==> config.mk <==
export PLATFORM = sky130hd
export DESIGN_NAME = template_argument_odometer_flat
export DESIGN_NICKNAME = d
export VERILOG_FILES = /design/src/sv/tao_pkg.sv /design/src/sv/tao_cmd_if.sv /design/src/sv/tao_res_if.sv /design/src/sv/tao_cell.sv /design/src/sv/template_argument_odometer.sv /design/src/flat_wrapper.sv
export SDC_FILE = /design/constraint.sdc
export NUM_CORES = 2
export LEC_CHECK = 0
export BUFFER_PORTS_ARGS = -buffer_cell sky130_fd_sc_hd__buf_2
export CORE_MARGIN = 5
export CORE_UTILIZATION = 43
export DETAILED_ROUTE_END_ITERATION = 6
export MAX_ROUTING_LAYER = met4
export PLACE_DENSITY = 0.56
export SLEW_MARGIN = 25
export SYNTH_ARGS = -nofsm -noshare
export SYNTH_HDL_FRONTEND = slang
export SYNTH_SLANG_ARGS = --single-unit
==> constraint.sdc <==
create_clock -name clk -period 4.54 [get_ports clk]
set_input_delay 0.454 -clock clk [delete_from_list [all_inputs] [get_ports clk]]
set_output_delay 0.454 -clock clk [all_outputs]
set_load 0.02 [all_outputs]
==> src/sv/tao_pkg.sv <==
`default_nettype none
package tao_pkg;

	localparam int NUM_DIMS    = 4;
	localparam int TABLE_DEPTH = 16;

	localparam int MAX_ACTIVE = (NUM_DIMS < 4) ? NUM_DIMS : 4;
	localparam int POS_W      = $clog2(TABLE_DEPTH);
	localparam int LEN_W      = 5;
	localparam int CMP_W      = (LEN_W > POS_W + 1) ? LEN_W : POS_W + 1;
	localparam int CNT_W      = 3;
	localparam int EMIT_W     = 2;
	localparam int DATA_W     = 32;

	// command codes
	localparam logic [1:0] CMD_WR_SPEC  = 2'd0;
	localparam logic [1:0] CMD_WR_TABLE = 2'd1;
	localparam logic [1:0] CMD_INIT     = 2'd2;
	localparam logic [1:0] CMD_ADVANCE  = 2'd3;

	// spec word select codes
	localparam logic [1:0] SEL_BEGIN  = 2'd0;
	localparam logic [1:0] SEL_STEP   = 2'd1;
	localparam logic [1:0] SEL_END    = 2'd2;
	localparam logic [1:0] SEL_LENGTH = 2'd3;

	// dimension kinds
	localparam logic [1:0] KIND_FOR   = 2'd0;
	localparam logic [1:0] KIND_SEQ   = 2'd1;
	localparam logic [1:0] KIND_ASSOC = 2'd2;
	localparam logic [1:0] KIND_UNSUP = 2'd3;

	// register indexes
	localparam logic REG_ACTIVE_DIMS = 1'b0;
	localparam logic REG_DIM_KINDS   = 1'b1;

	typedef enum logic [1:0] {
		ST_IDLE,
		ST_WALK,
		ST_EMIT
	} state_t;

	typedef struct packed {
		logic              spec_we;
		logic              tab_we;
		logic [1:0]        sel;
		logic [3:0]        idx;
		logic [DATA_W-1:0] value;
	} cell_wr_t;

	typedef struct packed {
		logic tok;
		logic stop;
		logic perf;
		logic unsup;
	} cell_stat_t;

	function automatic logic [1:0] kind_of(input logic [7:0] kinds, input int d);
		logic [1:0] k;
		k = KIND_FOR;
		if (d < 4) begin
			k = kinds[2*d +: 2];
		end
		return k;
	endfunction

endpackage
`default_nettype wire

==> src/sv/tao_cmd_if.sv <==
`default_nettype none
interface tao_cmd_if;
	logic               valid;
	logic               ready;
	logic [1:0]         command;
	logic [1:0]         dim;
	logic [1:0]         field_sel;
	logic [3:0]         entry_index;
	logic signed [31:0] value;

	modport source (
		output valid, command, dim, field_sel, entry_index, value,
		input  ready
	);
	modport sink (
		input  valid, command, dim, field_sel, entry_index, value,
		output ready
	);
endinterface
`default_nettype wire

==> src/sv/tao_res_if.sv <==
`default_nettype none
interface tao_res_if;
	logic               valid;
	logic               ready;
	logic [1:0]         dim_index;
	logic signed [31:0] arg_value;
	logic               performed;
	logic               unsupported;
	logic               last;

	modport source (
		output valid, dim_index, arg_value, performed, unsupported, last,
		input  ready
	);
	modport sink (
		input  valid, dim_index, arg_value, performed, unsupported, last,
		output ready
	);
endinterface
`default_nettype wire

==> src/sv/tao_cell.sv <==
`default_nettype none
module tao_cell (
	input  wire logic                  clk,
	input  wire logic                  arst_n,
	input  wire tao_pkg::cell_wr_t     wr,
	input  wire logic                  init_en,
	input  wire logic                  start,
	input  wire logic                  tok_in,
	input  wire logic [1:0]            kind,
	output tao_pkg::cell_stat_t        stat,
	output logic                       carry_o,
	output logic [tao_pkg::DATA_W-1:0] cur_o
);

	logic [tao_pkg::DATA_W-1:0] begin_q;
	logic [tao_pkg::DATA_W-1:0] step_q;
	logic [tao_pkg::DATA_W-1:0] end_q;
	logic [tao_pkg::LEN_W-1:0]  len_q;
	logic [tao_pkg::DATA_W-1:0] table_q [tao_pkg::TABLE_DEPTH];
	logic [tao_pkg::POS_W-1:0]  pos_q;
	logic [tao_pkg::DATA_W-1:0] cur_q;
	logic                       tok_q;

	logic [tao_pkg::POS_W:0]   next_pos;
	logic                      wrap;
	logic [tao_pkg::POS_W-1:0] new_pos;
	logic                      less;
	logic                      carry;
	logic                      perf;
	logic                      unsup;

	always_comb begin
		next_pos = {1'b0, pos_q} + 1'b1;
		wrap = (tao_pkg::CMP_W'(next_pos) >= tao_pkg::CMP_W'(len_q)) ||
			(tao_pkg::CMP_W'(next_pos) >= tao_pkg::CMP_W'(tao_pkg::TABLE_DEPTH));
		new_pos = wrap ? '0 : next_pos[tao_pkg::POS_W-1:0];
		less = $signed(cur_q) < $signed(end_q);
		case (kind)
			tao_pkg::KIND_FOR: begin
				carry = !less;
				perf  = less;
				unsup = 1'b0;
			end
			tao_pkg::KIND_SEQ: begin
				carry = wrap;
				perf  = !wrap;
				unsup = 1'b0;
			end
			tao_pkg::KIND_ASSOC: begin
				carry = 1'b1;
				perf  = 1'b0;
				unsup = 1'b0;
			end
			default: begin
				carry = 1'b0;
				perf  = 1'b0;
				unsup = 1'b1;
			end
		endcase
	end

	assign carry_o    = tok_q & carry;
	assign stat.tok   = tok_q;
	assign stat.stop  = tok_q & !carry;
	assign stat.perf  = tok_q & perf;
	assign stat.unsup = tok_q & unsup;
	assign cur_o      = cur_q;

	// spec words and value table
	always_ff @(posedge clk) begin
		if (wr.spec_we) begin
			case (wr.sel)
				tao_pkg::SEL_BEGIN: begin
					begin_q <= wr.value;
				end
				tao_pkg::SEL_STEP: begin
					step_q <= wr.value;
				end
				tao_pkg::SEL_END: begin
					end_q <= wr.value;
				end
				default: begin
					len_q <= wr.value[tao_pkg::LEN_W-1:0];
				end
			endcase
		end
		if (wr.tab_we && (32'(wr.idx) < tao_pkg::TABLE_DEPTH)) begin
			table_q[tao_pkg::POS_W'(wr.idx)] <= wr.value;
		end
	end

	always_ff @(posedge clk or negedge arst_n) begin
		if (!arst_n) begin
			pos_q <= '0;
			cur_q <= '0;
			tok_q <= 1'b0;
		end else begin
			tok_q <= start | tok_in;
			if (init_en) begin
				case (kind)
					tao_pkg::KIND_FOR: begin
						cur_q <= begin_q;
					end
					tao_pkg::KIND_SEQ, tao_pkg::KIND_ASSOC: begin
						cur_q <= table_q[0];
						pos_q <= '0;
					end
					default: begin
					end
				endcase
			end else if (tok_q) begin
				case (kind)
					tao_pkg::KIND_FOR: begin
						cur_q <= less ? cur_q + step_q : begin_q;
					end
					tao_pkg::KIND_SEQ, tao_pkg::KIND_ASSOC: begin
						pos_q <= new_pos;
						cur_q <= table_q[new_pos];
					end
					default: begin
					end
				endcase
			end
		end
	end

endmodule
`default_nettype wire

==> src/sv/template_argument_odometer.sv <==
// init: one result per cycle for each active dimension while the sink is ready
// advance: a carry walk over 1 to n dimensions (one dimension per cycle), then n results
// one run at a time: commands, writes included, are taken only while idle
// the carry walk through the row of dimension cells sets the advance time
// reset (arst_n, async, active low): idle, no result pending, current values and positions zero
// spec words and value tables hold garbage until written
`default_nettype none
module template_argument_odometer (
	input  wire logic   clk,
	input  wire logic   arst_n,
	tao_cmd_if.sink     cmd,
	tao_res_if.source   res,
	input  wire logic   psel,
	input  wire logic   penable,
	input  wire logic   pwrite,
	input  wire logic [2:0]  paddr,
	input  wire logic [31:0] pwdata,
	output logic [31:0] prdata,
	output logic        pready
);

	// configuration registers
	logic [tao_pkg::CNT_W-1:0] active_q;
	logic [7:0]                kinds_q;

	// sequencer state
	tao_pkg::state_t            state_q, state_d;
	logic [tao_pkg::EMIT_W-1:0] emit_q, emit_d;
	logic                       perf_q, perf_d;
	logic                       unsup_q, unsup_d;

	// output register
	logic                       out_valid_q;
	logic [1:0]                 out_dim_q;
	logic [tao_pkg::DATA_W-1:0] out_value_q;
	logic                       out_perf_q;
	logic                       out_unsup_q;
	logic                       out_last_q;

	logic [tao_pkg::CNT_W-1:0]  n_act;
	logic                       cmd_xfer;
	logic                       load;
	logic                       emit_last;
	logic                       walk_done;
	logic                       walk_perf;
	logic                       walk_unsup;
	logic [tao_pkg::DATA_W-1:0] emit_value;

	tao_pkg::cell_wr_t          cell_wr   [tao_pkg::NUM_DIMS];
	tao_pkg::cell_stat_t        cell_stat [tao_pkg::NUM_DIMS];
	logic [tao_pkg::DATA_W-1:0] cell_cur  [tao_pkg::NUM_DIMS];
	logic [tao_pkg::NUM_DIMS-1:0] cell_init;
	logic [tao_pkg::NUM_DIMS-1:0] cell_start;
	// carry chain, entry d+1 feeds cell d; nothing enters above the last cell
	logic [tao_pkg::NUM_DIMS:0]   carry_w;

	// apb: writes land on the access cycle, reads are plain muxes
	assign pready = 1'b1;

	always_comb begin
		if (paddr[2] == tao_pkg::REG_ACTIVE_DIMS) begin
			prdata = 32'(active_q);
		end else begin
			prdata = 32'(kinds_q);
		end
	end

	always_ff @(posedge clk or negedge arst_n) begin
		if (!arst_n) begin
			active_q <= tao_pkg::CNT_W'(1);
			kinds_q  <= '0;
		end else if (psel && penable && pwrite && pready) begin
			if (paddr[2] == tao_pkg::REG_ACTIVE_DIMS) begin
				active_q <= pwdata[tao_pkg::CNT_W-1:0];
			end else begin
				kinds_q <= pwdata[7:0];
			end
		end
	end

	// effective dimension count: zero acts as one, large values saturate
	always_comb begin
		n_act = active_q;
		if (active_q == '0) begin
			n_act = tao_pkg::CNT_W'(1);
		end
		if (32'(active_q) > tao_pkg::MAX_ACTIVE) begin
			n_act = tao_pkg::CNT_W'(tao_pkg::MAX_ACTIVE);
		end
	end

	assign cmd.ready = (state_q == tao_pkg::ST_IDLE);
	assign cmd_xfer  = cmd.valid && cmd.ready;

	// the row of dimension cells
	assign carry_w[tao_pkg::NUM_DIMS] = 1'b0;

	for (genvar d = 0; d < tao_pkg::NUM_DIMS; d++) begin : g_cell
		always_comb begin
			cell_wr[d].spec_we = cmd_xfer && (cmd.command == tao_pkg::CMD_WR_SPEC) &&
				(32'(cmd.dim) == d);
			cell_wr[d].tab_we  = cmd_xfer && (cmd.command == tao_pkg::CMD_WR_TABLE) &&
				(32'(cmd.dim) == d);
			cell_wr[d].sel     = cmd.field_sel;
			cell_wr[d].idx     = cmd.entry_index;
			cell_wr[d].value   = cmd.value;
		end

		// init touches only active dimensions, the walk starts at the last active one
		assign cell_init[d]  = cmd_xfer && (cmd.command == tao_pkg::CMD_INIT) &&
			(d < 32'(n_act));
		assign cell_start[d] = cmd_xfer && (cmd.command == tao_pkg::CMD_ADVANCE) &&
			(d == 32'(n_act) - 1);

		tao_cell u_cell (
			.clk     (clk),
			.arst_n  (arst_n),
			.wr      (cell_wr[d]),
			.init_en (cell_init[d]),
			.start   (cell_start[d]),
			.tok_in  (carry_w[d+1]),
			.kind    (tao_pkg::kind_of(kinds_q, d)),
			.stat    (cell_stat[d]),
			.carry_o (carry_w[d]),
			.cur_o   (cell_cur[d])
		);
	end

	// walk ends where a cell stops the carry or where the carry falls off dimension 0
	always_comb begin
		walk_done  = carry_w[0];
		walk_perf  = 1'b0;
		walk_unsup = 1'b0;
		for (int d = 0; d < tao_pkg::NUM_DIMS; d++) begin
			walk_done  = walk_done  | cell_stat[d].stop;
			walk_perf  = walk_perf  | cell_stat[d].perf;
			walk_unsup = walk_unsup | cell_stat[d].unsup;
		end
	end

	// result select over the cells
	always_comb begin
		emit_value = '0;
		for (int d = 0; d < tao_pkg::NUM_DIMS; d++) begin
			if (32'(emit_q) == d) begin
				emit_value = cell_cur[d];
			end
		end
	end

	assign emit_last = (tao_pkg::CNT_W'(emit_q) + tao_pkg::CNT_W'(1)) == n_act;
	assign load      = (state_q == tao_pkg::ST_EMIT) && (!out_valid_q || res.ready);

	always_comb begin
		state_d = state_q;
		emit_d  = emit_q;
		perf_d  = perf_q;
		unsup_d = unsup_q;
		case (state_q)
			tao_pkg::ST_IDLE: begin
				if (cmd_xfer && (cmd.command == tao_pkg::CMD_INIT)) begin
					perf_d  = 1'b0;
					unsup_d = 1'b0;
					emit_d  = '0;
					state_d = tao_pkg::ST_EMIT;
				end else if (cmd_xfer && (cmd.command == tao_pkg::CMD_ADVANCE)) begin
					state_d = tao_pkg::ST_WALK;
				end
			end
			tao_pkg::ST_WALK: begin
				if (walk_done) begin
					perf_d  = walk_perf;
					unsup_d = walk_unsup;
					emit_d  = '0;
					state_d = tao_pkg::ST_EMIT;
				end
			end
			tao_pkg::ST_EMIT: begin
				if (load) begin
					emit_d = emit_q + 1'b1;
					if (emit_last) begin
						state_d = tao_pkg::ST_IDLE;
					end
				end
			end
			default: begin
				state_d = tao_pkg::ST_IDLE;
			end
		endcase
	end

	always_ff @(posedge clk or negedge arst_n) begin
		if (!arst_n) begin
			state_q <= tao_pkg::ST_IDLE;
			emit_q  <= '0;
			perf_q  <= 1'b0;
			unsup_q <= 1'b0;
		end else begin
			state_q <= state_d;
			emit_q  <= emit_d;
			perf_q  <= perf_d;
			unsup_q <= unsup_d;
		end
	end

	// output register, holds while the sink stalls
	always_ff @(posedge clk or negedge arst_n) begin
		if (!arst_n) begin
			out_valid_q <= 1'b0;
		end else if (load) begin
			out_valid_q <= 1'b1;
		end else if (res.ready) begin
			out_valid_q <= 1'b0;
		end
	end

	always_ff @(posedge clk) begin
		if (load) begin
			out_dim_q   <= 2'(emit_q);
			out_value_q <= emit_value;
			out_perf_q  <= perf_q;
			out_unsup_q <= unsup_q;
			out_last_q  <= emit_last;
		end
	end

	assign res.valid       = out_valid_q;
	assign res.dim_index   = out_dim_q;
	assign res.arg_value   = out_value_q;
	assign res.performed   = out_perf_q;
	assign res.unsupported = out_unsup_q;
	assign res.last        = out_last_q;

endmodule
`default_nettype wire

==> src/flat_wrapper.sv <==
// flat-port wrapper written by rule: the top's interface ports become plain ports
module template_argument_odometer_flat 
  (clk, arst_n, psel, penable, pwrite, paddr, pwdata, prdata, pready, cmd_valid, cmd_command, cmd_dim, cmd_field_sel, cmd_entry_index, cmd_value, cmd_ready, res_valid, res_dim_index, res_arg_value, res_performed, res_unsupported, res_last, res_ready);
  tao_cmd_if cmd_i ();
  tao_res_if res_i ();
  input  wire logic clk;
  input  wire logic arst_n;
  input  wire logic psel;
  input  wire logic penable;
  input  wire logic pwrite;
  input  wire logic [2:0] paddr;
  input  wire logic [31:0] pwdata;
  output logic [31:0] prdata;
  output logic pready;
  input wire logic [$bits(cmd_i.valid)-1:0] cmd_valid;
  input wire logic [$bits(cmd_i.command)-1:0] cmd_command;
  input wire logic [$bits(cmd_i.dim)-1:0] cmd_dim;
  input wire logic [$bits(cmd_i.field_sel)-1:0] cmd_field_sel;
  input wire logic [$bits(cmd_i.entry_index)-1:0] cmd_entry_index;
  input wire logic [$bits(cmd_i.value)-1:0] cmd_value;
  output wire logic [$bits(cmd_i.ready)-1:0] cmd_ready;
  output wire logic [$bits(res_i.valid)-1:0] res_valid;
  output wire logic [$bits(res_i.dim_index)-1:0] res_dim_index;
  output wire logic [$bits(res_i.arg_value)-1:0] res_arg_value;
  output wire logic [$bits(res_i.performed)-1:0] res_performed;
  output wire logic [$bits(res_i.unsupported)-1:0] res_unsupported;
  output wire logic [$bits(res_i.last)-1:0] res_last;
  input wire logic [$bits(res_i.ready)-1:0] res_ready;
  assign cmd_i.valid = cmd_valid;
  assign cmd_i.command = cmd_command;
  assign cmd_i.dim = cmd_dim;
  assign cmd_i.field_sel = cmd_field_sel;
  assign cmd_i.entry_index = cmd_entry_index;
  assign cmd_i.value = cmd_value;
  assign cmd_ready = cmd_i.ready;
  assign res_valid = res_i.valid;
  assign res_dim_index = res_i.dim_index;
  assign res_arg_value = res_i.arg_value;
  assign res_performed = res_i.performed;
  assign res_unsupported = res_i.unsupported;
  assign res_last = res_i.last;
  assign res_i.ready = res_ready;
  template_argument_odometer u_core (.clk(clk), .arst_n(arst_n), .cmd(cmd_i), .res(res_i), .psel(psel), .penable(penable), .pwrite(pwrite), .paddr(paddr), .pwdata(pwdata), .prdata(prdata), .pready(pready));
endmodule
Word-level counts from Yosys, hierarchy flattened
Memories as Yosys holds them, arrays and structs flattened.
Cells that the tools add are included.
- $add $sub $neg: 11
- order comparisons: 17
- equality and inequality tests: 30
- mux-type cells: 84
- bitwise gates (word level): 31
- reduce and logical (&&, ||, !) cells: 102
- operator list (kind ; number):
    $mux W32 ; 16
    $pmux W32 S2 ; 8
    $add A32 B32 Y32 ; 4
    $lt A32 B32 Y1 ; 4
    $mux W4 ; 20
    $eq A2 B32 Y1 const A ; 2
    $reduce_and A2 Y1 ; 26
    $eq A1 B32 Y1 const A ; 1
    $logic_not A32 Y1 ; 1
    $eq A2 B2 Y1 const B ; 12
    $logic_and A1 B1 Y1 ; 24
    $add A4 B1 Y5 const B ; 4
    $ge A5 B5 Y1 ; 4
    $ge A5 B5 Y1 const B ; 4
    $reduce_bool A2 Y1 ; 10
    $eq A2 B1 Y1 const B ; 9
    $logic_not A2 Y1 ; 9
    $mux W1 ; 17
    $and A1 B1 Y1 ; 16
    $mux W2 ; 8
    $reduce_or A3 Y1 ; 5
    $logic_not A1 Y1 ; 13
    $or A1 B1 Y1 ; 13
    $pmux W1 S2 ; 6
    21 further kinds ; 39
- register bits after elaboration: 607
- RAM bits: 2048
- input port bits: 84
- output and inout bits: 72
- word-level logic and storage cells: 319
- memories kept: 4
- memory list (memory ; depth ; bits a word ; read ports ; clocked after memory_dff ; wr ports ; line ; source):
    u_core.g_cell[0].u_cell.table_q ; 16 ; 32 ; 2 ; 0 ; 1 ; tao_cell.sv:19 ; logic [tao_pkg::DATA_W-1:0] table_q [tao_pkg::TABLE_DEPTH];
    u_core.g_cell[1].u_cell.table_q ; 16 ; 32 ; 2 ; 0 ; 1 ; tao_cell.sv:19 ;
    u_core.g_cell[2].u_cell.table_q ; 16 ; 32 ; 2 ; 0 ; 1 ; tao_cell.sv:19 ;
    u_core.g_cell[3].u_cell.table_q ; 16 ; 32 ; 2 ; 0 ; 1 ; tao_cell.sv:19 ;

Depth between registers and ports, before layout
- depth in word-level cells: 12
- mapped depth: 19
- mapped depth without buffers: 14

Hierarchy
A second synthesis with hierarchy kept.
- cells, all modules: 8955
- area total of the unflattened synthesis: 116779.5 um2
- by module, submodules not included (module ; times used ; cells an instance ; area each (um2) ; seq. area each (um2)):
    tao_cell (u_core.g_cell[3].u_cell) ; 1 ; 2139 ; 28588.7 ; 19333.5
    tao_cell (u_core.g_cell[0].u_cell) ; 1 ; 2077 ; 28274.6 ; 19333.5
    tao_cell (u_core.g_cell[1].u_cell) ; 1 ; 2167 ; 28233.3 ; 19333.5
    tao_cell (u_core.g_cell[2].u_cell) ; 1 ; 2181 ; 28229.6 ; 19333.5
    template_argument_odometer ; 1 ; 391 ; 3453.3 ; 1562.7

Worst setup path before layout
Ideal clock, no wire load.
- path kind: register to register
- start point: register u_core.state_q[1]
- end point: register u_core.g_cell[3].u_cell.begin_q[0] in the netlist's numbering (enable)
- library setup time: 0.461 ns
- arrival: 3.582 ns
- required time: 4.079 ns
- setup slack: 0.497 ns
- cell stages (with the launch flop): 7
- buffers on the path: 1
- clock period less this slack: 4.043 ns
- cells stage by stage: dfrtp_1 -> buf_2 -> nor2_2 -> nand2_1 -> nor3_1 -> nand3_1 -> nor3_1
- word-level cells in the longest chain between the ends: 5
- RTL lines (element ; line ; source):
    start, declared ; template_argument_odometer.sv:27 ; tao_pkg::state_t state_q, state_d;
    start signal, assigned ; template_argument_odometer.sv:194 ; state_q <= tao_pkg::ST_IDLE;
    start signal, assigned ; template_argument_odometer.sv:199 ; state_q <= state_d;
    $logic_not A2 Y1 ; template_argument_odometer.sv:92 ; assign cmd.ready = (state_q == tao_pkg::ST_IDLE);
    named net cmd_ready ; flat_wrapper.sv:21 ; output wire logic [$bits(cmd_i.ready)-1:0] cmd_ready;
    $logic_and A1 B1 Y1 ; template_argument_odometer.sv:93 ; assign cmd_xfer = cmd.valid && cmd.ready;
    $logic_and A1 B1 Y1 (2 in series) ; template_argument_odometer.sv:100 ; cell_wr[d].spec_we = cmd_xfer && (cmd.command == tao_pkg::CMD_WR_SPEC) &&
    $reduce_and A2 Y1 (no source line) ; n/a ;
    end signal, assigned ; tao_cell.sv:74 ; begin_q <= wr.value;
    end, declared ; tao_cell.sv:15 ; logic [tao_pkg::DATA_W-1:0] begin_q;
The timed path passes the listed nets, and every way through them passes these cells.
A chain may end at the register's enable or synchronous reset.

Worst setup path in the final report
- start point: register u_core.g_cell[2].u_cell.pos_q[0] in the netlist's numbering
- end point: register u_core.g_cell[2].u_cell.cur_q, in the netlist u_core.g_cell[2].u_cell.cur_o[26]
- word-level cells in the longest chain between the ends: 8
- elaborated cells between the ends (all ways): 9
- those cells by class: add/sub (1); order compare (2); mux (4); reduce/logical (1); memory (1)
- RTL lines (element ; line ; source):
    start, declared ; tao_cell.sv:20 ; logic [tao_pkg::POS_W-1:0] pos_q;
    start signal, assigned ; tao_cell.sv:117 ; pos_q <= new_pos;
    $add A4 B1 Y5 (*) ; tao_cell.sv:33 ; next_pos = {1'b0, pos_q} + 1'b1;
    $ge A5 B5 Y1, on equally long branches ; tao_cell.sv:34, tao_cell.sv:35 ;
    $logic_or A1 B1 Y1 ; tao_cell.sv:34 ; wrap = (tao_pkg::CMP_W'(next_pos) >= tao_pkg::CMP_W'(len_q)) ||
    $mux W4 (*) ; tao_cell.sv:36 ; new_pos = wrap ? '0 : next_pos[tao_pkg::POS_W-1:0];
    $mem_v2 Z16 W32 (*) ; n/a ;
    $pmux W32 S2 (*) ; tao_cell.sv:112 ; case (kind)
    $mux W32 (*) ; tao_cell.sv:111 ; end else if (tok_q) begin
    $mux W32 (*) ; tao_cell.sv:99 ; if (init_en) begin
    end signal, assigned ; tao_cell.sv:102 ; cur_q <= begin_q;
    end signal, assigned ; tao_cell.sv:105 ; cur_q <= table_q[0];
    end signal, assigned ; tao_cell.sv:114 ; cur_q <= less ? cur_q + step_q : begin_q;
    end, declared ; tao_cell.sv:21 ; logic [tao_pkg::DATA_W-1:0] cur_q;
Every way passes the cells marked *; elsewhere a longest branch is shown, timed or not. The select of a mux whose other input is x is not followed.

==> reports/metrics.yaml <==
outcome:
  status: "finished clean"
critical_path:
  cpMostUsedCell: "nor3_1"
  cp.required_ns: 5.38
  crit_type: "flip-flop to flip-flop"
  critPathLaunchType: "flip-flop"
  crit_path_top_delay_cell: "dfrtp_4"
  path_buf_inv: 3
  cp-startpoint: "u_core.g_cell[2].u_cell.pos_q[0]"
  cp_max_fo: 23
  regToRegSetupSlack_ns: 0.25
  path_depth: 14
  r2r_end: "u_core.g_cell[2].u_cell.cur_o[26]"
  reg2reg_depth: 14
  path_delay_family: "compound AO/OA/AOI/OAI gates"
  endpoint: "u_core.g_cell[2].u_cell.cur_o[26]"
  slowest_delay_ns: 0.49
  cp.arrival_ns: 5.13
  cp-end-kind: "flip-flop"
  crit_chain: "nand3_1 -> xor2_1 -> clkinv_1 -> ha_1 -> nor3_1 -> o21ba_2 -> a21o_1 -> nand2_2 -> buf_12 -> buf_4 -> a311oi_1 -> a31oi_1 -> nor3_1 -> o221a_2"
  rr_startpoint: "u_core.g_cell[2].u_cell.pos_q[0]"
drt:
  drcViolationCount: 0
  drtAntennaViolNets: 0
  vias: 77695
  wl_per_cell_um: 29.95
  wl_mm: 383.4
  viasPerCell: 6.068
  initialDrtViolationCount: 9206
  dr.pass1.iters: 6
worst_hold_path:
  hold_depth: 1
  hold_class: "input pin to flip-flop"
final_layout:
  nets: 9414
  fill_cells: 22927
  layout-drive-gt1-share_pct: 13.10
  syn_to_final_growth_pct: 15.07
  finish.instance_area_um2: 132000
  final_common_cell: "edfxtp_1"
  layout_common_cells: "edfxtp_1, nand2_1, nand3_1"
  instances_no_fill: 12805
power:
  vdd_drop_max_v: 0.0004334
  power_per_cell_area_nw_per_um2: 579.3
  leakagePower_nw: 45.98
  power.total_w: 0.07645
placed_design:
  io_buffers: 104
  placed_cell_area_um2: 122500
  place_ws_ns: 0.2906
  dp_cells: 12250
  gp_congestion: 0.9629
  hpwl_mm: 237.9
synth:
  ys_ff_latch: 2655
  synthArstFlopShare_pct: 6.252
  syn_area_um2: 114700
  yosysTopAreaCellShare_pct: 65.17
  synthDistinctLibCells: 102
  synthTopCellsByArea: "edfxtp_1, nand2_1, dfrtp_1, ha_1, nand3_1"
  synth_area_per_cell_um2: 13.27
  synthCells: 8642
  synth_top_area_cell: "edfxtp_1"
  synth_edf_count: 2489
  synth_flop_cell: "edfxtp_1"
  yosysWarnings: 0
  yosysSeqAreaShare_pct: 68.79
clock_tree:
  cts_tree: "built"
  root_buffer: "clkbuf_16"
  path_clk_slew_ns: 0.06
  clock_latency_ns: 0.94
  cts_buffers: 302
  htree_levels: 5
  clockBufferDepth: 4
  clkSinkCount: 2655
timing:
  finClkSkew_ns: 0.05365
  rsz0062_at_grt: "false"
  finalCritPeriodShare_pct: 94.51
  setup_viol: 0
  slew_headroom_pct: 23.47
  worst_pin_slew_ns: 1.144
  fin_tns_setup_ns: 0
  fin_crit_ns: 4.291
  final_max_slew_viol_count: 0
  timing.fmax_ghz: 0.2331
  hold_viol_final: 0
  setup_slack_ns: 0.2493
floorplanning:
  initial_utilization_pct: 43.23
  ios: 156
  placementRows: 189
  dieArea_um2: 277200
  die_x_um: 526.5
  die_h_um: 526.5
  core_um2: 265300
job:
  maxCapViolations: 0
global_routing:
  grt_use_total_pct: 27.74
  grt_start_max_net_pins: 110
  grt_pass1_wl_mm: 546.4
  grt-ovfl-total: 0
  antenna_found_initial: 45
  grt_pass1_vias: 74143
## logic make-up (layout without fill, tap and decap cells)
kind of cell               Yosys count  count (layout)  synth area share [%]
adders and majority gates          295             295                 3.244
other                                2              46              0.006548
AOI/OAI and AO/OA                 1838            1838                 10.79
DFF                               2655            2655                 68.79
xor gates and xnor gates           107             107                0.8302
muxes                              249             249                 2.758
buffers and inverters              725            1311                 2.613
and+or+nand+nor                   2771            2771                 10.97
## how the worst min path moves through the flow
stage                         startpoint                                endpoint  slack, ns
final                       cmd_value[9]  u_core.g_cell[3].u_cell.table_q[12][9]       0.05
after global routing        cmd_value[6]  u_core.g_cell[3].u_cell.table_q[13][6]       0.02
after CTS                      pwdata[3]                       u_core.kinds_q[3]      0.002
after detailed placement  u_core.unsup_q                  u_core.res.unsupported       0.49
after global placement    u_core.unsup_q                  u_core.res.unsupported       0.48
after floorplan                   arst_n                      u_core.active_q[1]       0.16
## report_power, final
part | switching [W] | total, W | internal, W
sequential | 0.00138 | 0.0291 | 0.0277
clock | 0.00960 | 0.0232 | 0.0136
combinational | 0.0158 | 0.0241 | 0.00834
total | 0.0268 | 0.0764 | 0.0497
## cells in the mapped netlist, types with 132 or more instances
cell,number
edfxtp_1,2489
nand2_1,1278
nand3_1,472
a21oi_1,382
nor2_1,364
o21ai_0,342
clkbuf_1,301
ha_1,291
o211ai_1,244
inv_1,202
or3_1,174
mux2i_1,172
dfrtp_1,165
nor3_1,132
## sequential cells by signal (all words and copies together), names as in the netlist, 16 cells and up
register / cells
u_core.g_cell.u_cell.len_q: 20
u_core.g_cell.u_cell.table_q: 2048
u_core.g_cell.u_cell.step_q: 128
u_core.res.arg_value: 32
u_core.g_cell.u_cell.cur_o: 128
u_core.g_cell.u_cell.end_q: 128
u_core.g_cell.u_cell.pos_q: 16
u_core.g_cell.u_cell.begin_q: 128
## what timing repair did
item                       in CTS  in global routing
setup endpoints to repair       0                  2
buffers inserted                0                  0
gates resized for setup         0                  2
hold buffers                   12                  1
hold endpoints to repair      104                  1
## worst register-to-register path, cell delays in order, from the launching register on
cell	delay, ns
dfrtp_4	0.49
nand3_1	0.10
xor2_1	0.19
clkinv_1	0.11
ha_1	0.29
nor3_1	0.31
o21ba_2	0.22
a21o_1	0.36
nand2_2	0.31
buf_12	0.27
buf_4	0.25
a311oi_1	0.36
a31oi_1	0.13
nor3_1	0.46
o221a_2	0.34
## routing by layer
layer  up-vias  GRT usage, %  wire length [um]
met1     39582         38.02            160100
met4         0         9.520             15400
met2      3609         42.64            177100
met3       654         4.131             30820
li1      33850             -                 -
met5         -             -                 0
## stage by stage
step | hold slack [ns] | utilization [%]
floorplan | 0.1584 | -
global placement | 0.4825 | 46.18
detailed placement | 0.4909 | 46.18
CTS | 0.001961 | 49.70
global route | 0.01600 | 49.73
finish | 0.05304 | 49.74
## final cells by class
cell class	instances	area (um^2)	area share, %
antenna	21	52.55	0.03982
clock buffer	405	8263	6.261
clock inverter	115	958.4	0.7262
inverter	205	770.7	0.5840
multi-input combinational	5285	33640	25.49
sequential	2655	78910	59.79
tap	3533	4420	3.350
timing repair buffer	586	4961	3.759
Power figures use the tool's default switching activity.
